<file path="src/hw/rtl/mvna_pkg.sv">
`timescale 1ns / 1ps
`default_nettype none

package mvna_pkg;

  localparam int IdxW     = 10;
  localparam int CoordW   = 16;
  localparam int NrmW     = 16;
  localparam int EdgeW    = 17;
  localparam int ProdW    = 34;
  localparam int CrossW   = 35;
  localparam int MagW     = 24;
  localparam int SqW      = 50;
  localparam int RootW    = 25;
  localparam int QuoW     = 15;
  localparam int FracW    = 14;
  localparam int InDataW  = 88;
  localparam int OutDataW = 48;

  typedef enum logic [1:0] {
    OP_LOAD = 2'd0,
    OP_TRI  = 2'd1,
    OP_READ = 2'd2,
    OP_NOP  = 2'd3
  } op_e;

  typedef logic signed [CoordW-1:0] coord_t;
  typedef logic signed [NrmW-1:0]   nrm_t;
  typedef logic signed [EdgeW-1:0]  edge_t;
  typedef logic signed [ProdW-1:0]  prod_t;
  typedef logic signed [CrossW-1:0] cross_t;

  typedef struct packed {
    coord_t z;
    coord_t y;
    coord_t x;
  } pvec_t;

  typedef struct packed {
    nrm_t z;
    nrm_t y;
    nrm_t x;
  } nvec_t;

  function automatic cross_t nrm_ext(nrm_t v);
    return {{(CrossW-NrmW){v[NrmW-1]}}, v};
  endfunction

endpackage

`default_nettype wire

</file>
<file path="src/hw/rtl/mvna_norm.sv">
`timescale 1ns / 1ps
`default_nettype none

module mvna_norm (
  input  wire logic            clk_i,
  input  wire logic            rst_ni,
  input  wire logic            start_i,
  input  wire mvna_pkg::cross_t vec_i [3],
  output logic                 done_o,
  output mvna_pkg::nvec_t      res_o
);

  import mvna_pkg::*;

  typedef enum logic [4:0] {
    N_IDLE  = 5'b00001,
    N_SHIFT = 5'b00010,
    N_SQ    = 5'b00100,
    N_ROOT  = 5'b01000,
    N_DIV   = 5'b10000
  } nstate_e;

  nstate_e state_q;
  logic    done_q;
  logic [4:0] cnt_q;

  logic [CrossW-1:0] mag_q [3];
  logic [2:0]        neg_q;
  logic [2*MagW-1:0] prod_q;
  logic [SqW-1:0]    m2_q;
  logic [RootW:0]    rem_q;
  logic [RootW-1:0]  root_q;
  logic [RootW-1:0]  drem_q [3];
  logic [QuoW-1:0]   dlow_q [3];
  logic [QuoW-1:0]   quo_q  [3];
  nvec_t             res_q;

  logic [MagW-1:0]   sq_in;
  logic              too_big;
  logic [RootW+2:0]  rem_n;
  logic [RootW+2:0]  trial;
  logic              root_ge;
  logic [RootW:0]    rem_d;
  logic [RootW-1:0]  root_d;
  logic [RootW:0]    dt    [3];
  logic              dge   [3];
  logic [RootW-1:0]  drem_d[3];
  logic [MagW+FracW:0] numer [3];
  logic [NrmW-1:0]   qx    [3];

  always_comb begin
    case (cnt_q[1:0])
      2'd0:    sq_in = mag_q[0][MagW-1:0];
      2'd1:    sq_in = mag_q[1][MagW-1:0];
      2'd2:    sq_in = mag_q[2][MagW-1:0];
      default: sq_in = '0;
    endcase
    too_big = (|mag_q[0][CrossW-1:MagW]) | (|mag_q[1][CrossW-1:MagW]) |
              (|mag_q[2][CrossW-1:MagW]);
    rem_n   = {rem_q, m2_q[SqW-1 -: 2]};
    trial   = {1'b0, root_q, 2'b01};
    root_ge = (rem_n >= trial);
    rem_d   = root_ge ? (RootW+1)'(rem_n - trial) : rem_n[RootW:0];
    root_d  = {root_q[RootW-2:0], root_ge};
    for (int i = 0; i < 3; i++) begin
      dt[i]     = {drem_q[i], dlow_q[i][QuoW-1]};
      dge[i]    = (dt[i] >= {1'b0, root_q});
      drem_d[i] = dge[i] ? RootW'(dt[i] - {1'b0, root_q}) : dt[i][RootW-1:0];
      numer[i]  = {1'b0, mag_q[i][MagW-1:0], {FracW{1'b0}}} +
                  {{(MagW+FracW+1-RootW+1){1'b0}}, root_d[RootW-1:1]};
      qx[i]     = {1'b0, quo_q[i][QuoW-2:0], dge[i]};
    end
  end

  always_ff @(posedge clk_i or negedge rst_ni) begin
    if (!rst_ni) begin
      state_q <= N_IDLE;
      done_q  <= 1'b0;
      cnt_q   <= '0;
    end else begin
      done_q <= 1'b0;
      case (state_q)
        N_IDLE: begin
          if (start_i) begin
            state_q <= N_SHIFT;
          end
        end
        N_SHIFT: begin
          if (!too_big) begin
            state_q <= N_SQ;
            cnt_q   <= '0;
          end
        end
        N_SQ: begin
          cnt_q <= cnt_q + 5'd1;
          if (cnt_q == 5'd3) begin
            state_q <= N_ROOT;
            cnt_q   <= '0;
          end
        end
        N_ROOT: begin
          cnt_q <= cnt_q + 5'd1;
          if (cnt_q == 5'(RootW-1)) begin
            cnt_q <= '0;
            if (root_d == '0) begin
              state_q <= N_IDLE;
              done_q  <= 1'b1;
            end else begin
              state_q <= N_DIV;
            end
          end
        end
        N_DIV: begin
          cnt_q <= cnt_q + 5'd1;
          if (cnt_q == 5'(QuoW-1)) begin
            state_q <= N_IDLE;
            done_q  <= 1'b1;
            cnt_q   <= '0;
          end
        end
        default: state_q <= N_IDLE;
      endcase
    end
  end

  always_ff @(posedge clk_i) begin
    case (state_q)
      N_IDLE: begin
        if (start_i) begin
          for (int i = 0; i < 3; i++) begin
            neg_q[i] <= vec_i[i][CrossW-1];
            mag_q[i] <= vec_i[i][CrossW-1] ? CrossW'(-vec_i[i]) : vec_i[i];
          end
        end
      end
      N_SHIFT: begin
        m2_q <= '0;
        if (too_big) begin
          for (int i = 0; i < 3; i++) mag_q[i] <= mag_q[i] >> 1;
        end
      end
      N_SQ: begin
        prod_q <= sq_in * sq_in;
        if (cnt_q != 5'd0) m2_q <= m2_q + {2'b00, prod_q};
        rem_q  <= '0;
        root_q <= '0;
      end
      N_ROOT: begin
        m2_q   <= m2_q << 2;
        rem_q  <= rem_d;
        root_q <= root_d;
        if (cnt_q == 5'(RootW-1)) begin
          if (root_d == '0) begin
            res_q <= '0;
          end
          for (int i = 0; i < 3; i++) begin
            drem_q[i] <= {1'b0, numer[i][MagW+FracW:QuoW]};
            dlow_q[i] <= numer[i][QuoW-1:0];
            quo_q[i]  <= '0;
          end
        end
      end
      N_DIV: begin
        for (int i = 0; i < 3; i++) begin
          drem_q[i] <= drem_d[i];
          dlow_q[i] <= dlow_q[i] << 1;
          quo_q[i]  <= {quo_q[i][QuoW-2:0], dge[i]};
        end
        if (cnt_q == 5'(QuoW-1)) begin
          res_q.x <= neg_q[0] ? -nrm_t'(qx[0]) : nrm_t'(qx[0]);
          res_q.y <= neg_q[1] ? -nrm_t'(qx[1]) : nrm_t'(qx[1]);
          res_q.z <= neg_q[2] ? -nrm_t'(qx[2]) : nrm_t'(qx[2]);
        end
      end
      default: ;
    endcase
  end

  assign done_o = done_q;
  assign res_o  = res_q;

endmodule

`default_nettype wire

</file>
<file path="config.mk">
export PLATFORM = sky130hd
export DESIGN_NAME = mvna_norm
export DESIGN_NICKNAME = d
export VERILOG_FILES = /design/src/hw/rtl/mvna_pkg.sv /design/src/hw/rtl/mvna_norm.sv
export SDC_FILE = /design/constraint.sdc
export NUM_CORES = 2
export LEC_CHECK = 0
export BUFFER_PORTS_ARGS = -buffer_cell sky130_fd_sc_hd__buf_2
export CAP_MARGIN = 20
export CORE_MARGIN = 2
export CORE_UTILIZATION = 45
export DETAILED_ROUTE_END_ITERATION = 8
export GPL_ROUTABILITY_DRIVEN = 0
export PLACE_DENSITY_LB_ADDON = 0.08
export SYNTH_ARGS = -nofsm -noshare
export SYNTH_HDL_FRONTEND = slang
export SYNTH_SLANG_ARGS = --single-unit
</file>
<file path="constraint.sdc">
create_clock -name clk_i -period 12.2 [get_ports clk_i]
set_clock_uncertainty 0.2 [all_clocks]
set_input_delay 3.66 -clock clk_i [delete_from_list [all_inputs] [get_ports clk_i]]
set_output_delay 3.66 -clock clk_i [all_outputs]
set_load 0.005 [all_outputs]
</file>
## Word-level counts from Yosys, hierarchy flattened

Memories as Yosys holds them, arrays and structs flattened.
Cells that the tools add are included.

| word-level totals | value |
|---|---|
| register bits after elaboration | 211 |
| RAM bits | 270 |
| input bits | 108 |
| output and inout bits | 49 |
| logic and storage cells | 139 |
| memories kept | 4 |

| cells by class | value |
|---|---|
| add/sub/neg operators | 15 |
| multipliers | 1 |
| $lt $le $gt $ge | 4 |
| eq/ne operators | 17 |
| muxes and demuxes | 58 |
| bitwise operators | 14 |
| reductions and logical operators | 15 |

Memories:

| name | depth | width | read ports | clocked after memory_dff | wr ports | line | text |
|---|---|---|---|---|---|---|---|
| mag_q | 3 | 35 | 3 | 0 | 3 | mvna_norm.sv:27 | `logic [CrossW-1:0] mag_q [3];` |
| drem_q | 3 | 25 | 3 | 0 | 3 | mvna_norm.sv:33 | `logic [RootW-1:0] drem_q [3];` |
| dlow_q | 3 | 15 | 3 | 0 | 3 | mvna_norm.sv:34 | `logic [QuoW-1:0] dlow_q [3];` |
| quo_q | 3 | 15 | 3 | 0 | 3 | mvna_norm.sv:35 | `logic [QuoW-1:0] quo_q [3];` |

Operator list:

| operator | count |
|---|---|
| 35-bit two-way mux | 6 |
| 25-bit two-way mux | 6 |
| 50-bit case mux with 3 select lines | 1 |
| 48-bit two-way mux | 3 |
| 38-bit by 24-bit adder with 39-bit output | 3 |
| 35-bit negator | 3 |
| 48-bit case mux with 2 select lines | 1 |
| 15-bit two-way mux | 6 |
| 26-bit by 25-bit >= comparator with 1-bit output | 3 |
| 25-bit subtractor | 3 |
| 24-bit case mux with 3 select lines | 1 |
| 26-bit case mux with 2 select lines | 1 |
| 50-bit by 48-bit adder with 50-bit output | 1 |
| 5-bit two-way mux | 10 |
| 50-bit two-way mux | 1 |
| 25-bit case mux with 2 select lines | 1 |
| 24-bit by 24-bit multiplier with 48-bit output | 1 |
| 16-bit two-way mux | 3 |
| 15-bit negator with 16-bit output | 3 |
| 11-bit OR reduction | 3 |
| 28-bit by 27-bit >= comparator with 1-bit output | 1 |
| 26-bit two-way mux | 1 |
| 26-bit subtractor | 1 |
| 25-bit logical NOT | 1 |
| other kinds (22) | 60 |

## Depth between registers and ports, before layout

An unclocked memory read counts as a cell.

| logic depth | value |
|---|---|
| word-level depth | 8 |
| depth in mapped cells | 35 |
| mapped depth without buffers | 31 |

## Worst setup path after synthesis

No wires, ideal clock.

| timing path | value |
|---|---|
| kind | input to register |
| start point | in start_i |
| end point | mem mag_q[0][0], enable pin |
| library setup time | 0.714 ns |
| data arrival time | 11.056 ns |
| path slack | 0.230 ns |
| stages | 2 |
| cells stage by stage | inv_1 o21ai_0 |

RTL lines:

| what | line | text |
|---|---|---|
| from (decl) | mvna_norm.sv:7 | `input wire logic start_i,` |
| to (decl) | mvna_norm.sv:27 |  |

## Worst setup path after layout

| timing path | value |
|---|---|
| start point | reg cnt_q[0] |
| end point | reg prod_q[45], data pin |

| on the way | value |
|---|---|
| longest elaborated chain between the ends | 3 |
| elaborated cells between the ends (all ways) | 5 |

Ends and longest elaborated chain:

| what | line | text |
|---|---|---|
| from (decl) | mvna_norm.sv:25 | `logic [4:0] cnt_q;` |
| from (signal assigned) | mvna_norm.sv:95 | `cnt_q <= cnt_q + 5'd1;` |
| from (signal assigned) | mvna_norm.sv:102 | `cnt_q <= cnt_q + 5'd1;` |
| from (signal assigned) | mvna_norm.sv:114 | `cnt_q <= cnt_q + 5'd1;` |
| 2-bit equality test (tied with other cells) | mvna_norm.sv:52 | `case (cnt_q[1:0])` |
| 24-bit case mux with 3 select lines (*) | mvna_norm.sv:52 |  |
| 24-bit by 24-bit multiplier with 48-bit output (*) | mvna_norm.sv:143 | `prod_q <= sq_in * sq_in;` |
| to (signal assigned) | mvna_norm.sv:143 |  |
| to (decl) | mvna_norm.sv:29 | `logic [2*MagW-1:0] prod_q;` |

Mark *: on every way between the ends. The rest lies on a longest branch, timed or not.
A chain may end at the register's enable or synchronous reset.

==> metrics.cfg <==
[yosys]
synth_top_flop_cell=edfxtp_1
ys_seq_area_frac=0.278
synthAdderAreaFrac=0.275
synth_top_family_by_area=adder cells
synth_seq_cells=449
syn_avg_cell_area_um2=9.20
netlist_instances=5247
syn-num-nets=6153
ys_types=87
synthArstFlopShare=0.0245
synth_edf_count=438
syn-cell-area_mm2=0.0483
ys_warn_count=0
synthSimpleGateAreaFrac=0.148
synth.area.mux_share=0.0178
synth-xor-area-share=0.0599
synth_compound_area_frac=0.145

[sta]
slew_headroom=0.244
period_needed_ps=10390
finalSetupTns_ps=0
finalHoldViolCount=0
min_period_over_period=0.852
final_max_slew_viol_count=0
worst_pin_slew_ps=1120
fmax_mhz=96.2
worst_slack_ps=1810
setup_viol=0
rsz0062_at_grt=no

[floorplan]
start_util=0.452
die_w_um=331
dieArea_mm2=0.110
io_pins=157
rows=120
core_area_mm2=0.107
die_h_um=331

[clock_tree]
cts_buffers=55
hold_buffers=0
htreeDepth=2
cts_tree=built
clock_latency_ps=690
root_buffer=clkbuf_16
cts_sinks=449
clkSlewWorstSetupHoldPaths_ps=60
cts_max_path_buffers=3
post-cts-setup-buffers=0
cts_resized=0

[layout]
nFillCells=10199
regArea_mm2=0.0134
final_cell_mix=758 x inv_1, 501 x nor2_1, 453 x nand2_1
final_common_cell=inv_1
multi_input_area_mm2=0.0312
drive_gt1_frac=0.0647
nNetsFinal=6210
synthToLayoutAreaGrowth_pct=8.43

[worst_setup_path]
slowest_delay_ps=640
regToRegSetupSlack_ps=1810
critPathLaunchType=flop
startpoint=cnt_q[0]
slowest_stage=a2111oi_0
worstPathMaxFanout=26
r2r-start=cnt_q[0]
timing.rr.end=prod_q[45]
critPathCaptureType=flop
cp.arrival_ps=10590
crit_required_ps=12390
endpoint=prod_q[45]
crit_top_cell=inv_1
critPathKind=flop to flop
reg2reg_depth=29

[hold_path]
hp-class=flop to flop

[drt]
drc=0
wl_per_cell_um=21.8
vias_per_cell=5.69
drtIter0Drc=3228
antenna_left=0
totalWireLength_um=147000
vias=38444
dr.pass1.iters=8

[flow_run]
maxCapViolations=0

[place]
numPortBuffers=156
dp_hpwl_um=115000
pre_cts_ws_ps=2090

[global_routing]
grt_max_degree=115
grt_antenna_before_repair=7
grt_pass1_wl_um=228000
overflow=0
track_usage=0.269
grt_pass1_vias=38264

[run_status]
status=completed

==> how the worst min path moves through the flow <==
| stage | from | endpoint | slack [ps] | cells after the start |
|---|---|---|---|---|
| detailed placement | dlow_q[0][41] | dlow_q[0][42] | 310 | 2 |
| CTS | dlow_q[0][41] | dlow_q[0][42] | 330 | 2 |
| floorplan | dlow_q[0][30] | dlow_q[0][31] | 300 | 2 |
| global placement | dlow_q[0][36] | dlow_q[0][37] | 300 | 2 |
| finish | dlow_q[0][36] | dlow_q[0][37] | 330 | 2 |
| global route | dlow_q[0][37] | dlow_q[0][38] | 360 | 2 |
==> final cells by class <==
class                           count  area share
Antenna cell                        1   0.0000478
Tap cell                         1403      0.0336
Timing Repair Buffer              197      0.0208
Clock inverter                     31     0.00925
Multi-Input combinational cell   3834       0.597
Sequential cell                   449       0.257
Clock buffer                       70      0.0274
Inverter                          767      0.0550
==> Yosys cell counts, types with 73 or more instances <==
cell type / count / area, um^2
a21oi_1: 309 / 1550
nand2_1: 454 / 1700
clkbuf_1: 172 / 646
nor2_1: 503 / 1890
fa_1: 440 / 8810
inv_1: 759 / 2850
nor3_1: 77 / 385
xnor2_1: 144 / 1260
ha_1: 358 / 4480
nand3_1: 73 / 365
o21ai_0: 233 / 1170
mux2i_1: 77 / 771
xor2_1: 186 / 1630
a21o_1: 110 / 826
edfxtp_1: 438 / 13200
==> through the flow <==
step | std cells | hold WS, ps | utilization | cell area [um^2]
after CTS | 6751 | 328 | 0.490 | 52300
after global placement | 6650 | 303 | 0.472 | 50400
final | 6752 | 325 | 0.490 | 52300
after global routing | 6751 | 359 | 0.490 | 52300
after floorplan | 5247 | 296 | - | 48300
after detailed placement | 6650 | 312 | 0.472 | 50400
==> cells by family (layout without fill, tap and decap cells) <==
| family | count (synthesis) | count (layout) |
|---|---|---|
| AO/OA/AOI/OAI | 1099 | 1099 |
| XOR/XNOR | 330 | 330 |
| adder cells (fa/ha/maj) | 798 | 798 |
| buffers and inverters | 964 | 1065 |
| flip-flops | 449 | 449 |
| multiplexers | 85 | 85 |
| other | 0 | 1 |
| AND/OR/NAND/NOR | 1522 | 1522 |
==> metal layers <==
layer / track usage / vias up / wire length (um)
li1: - / 18072 / -
met1: 0.386 / 18839 / 67300
met2: 0.403 / 1249 / 63100
met3: 0.0524 / 276 / 11000
met4: 0.0975 / 8 / 5720
met5: 0 / - / 54
==> sequential cells by signal, indices dropped and copies added (netlist names) <==
| name | flops |
|---|---|
| dlow_q | 17 |
| res_o | 48 |
| quo_q | 42 |
| mag_q | 105 |
| neg_q | 3 |
| cnt_q | 5 |
| drem_q | 75 |
| root_q | 25 |
| state_q | 5 |
| prod_q | 47 |
| done_o | 1 |
| rem_q | 26 |
| m2_q | 50 |
==> critical path, delay by kind of cell, from the launching register on <==
family / cells / cell delay, ps
AO/OA/AOI/OAI: 3 / 1370
flip-flops: 1 / 390
adder cells (fa/ha/maj): 9 / 4590
buffers and inverters: 9 / 1100
AND/OR/NAND/NOR: 8 / 2440
Power is not shown: default switching activity piles up to over one toggle a cycle in this logic, so the estimate is an artifact.
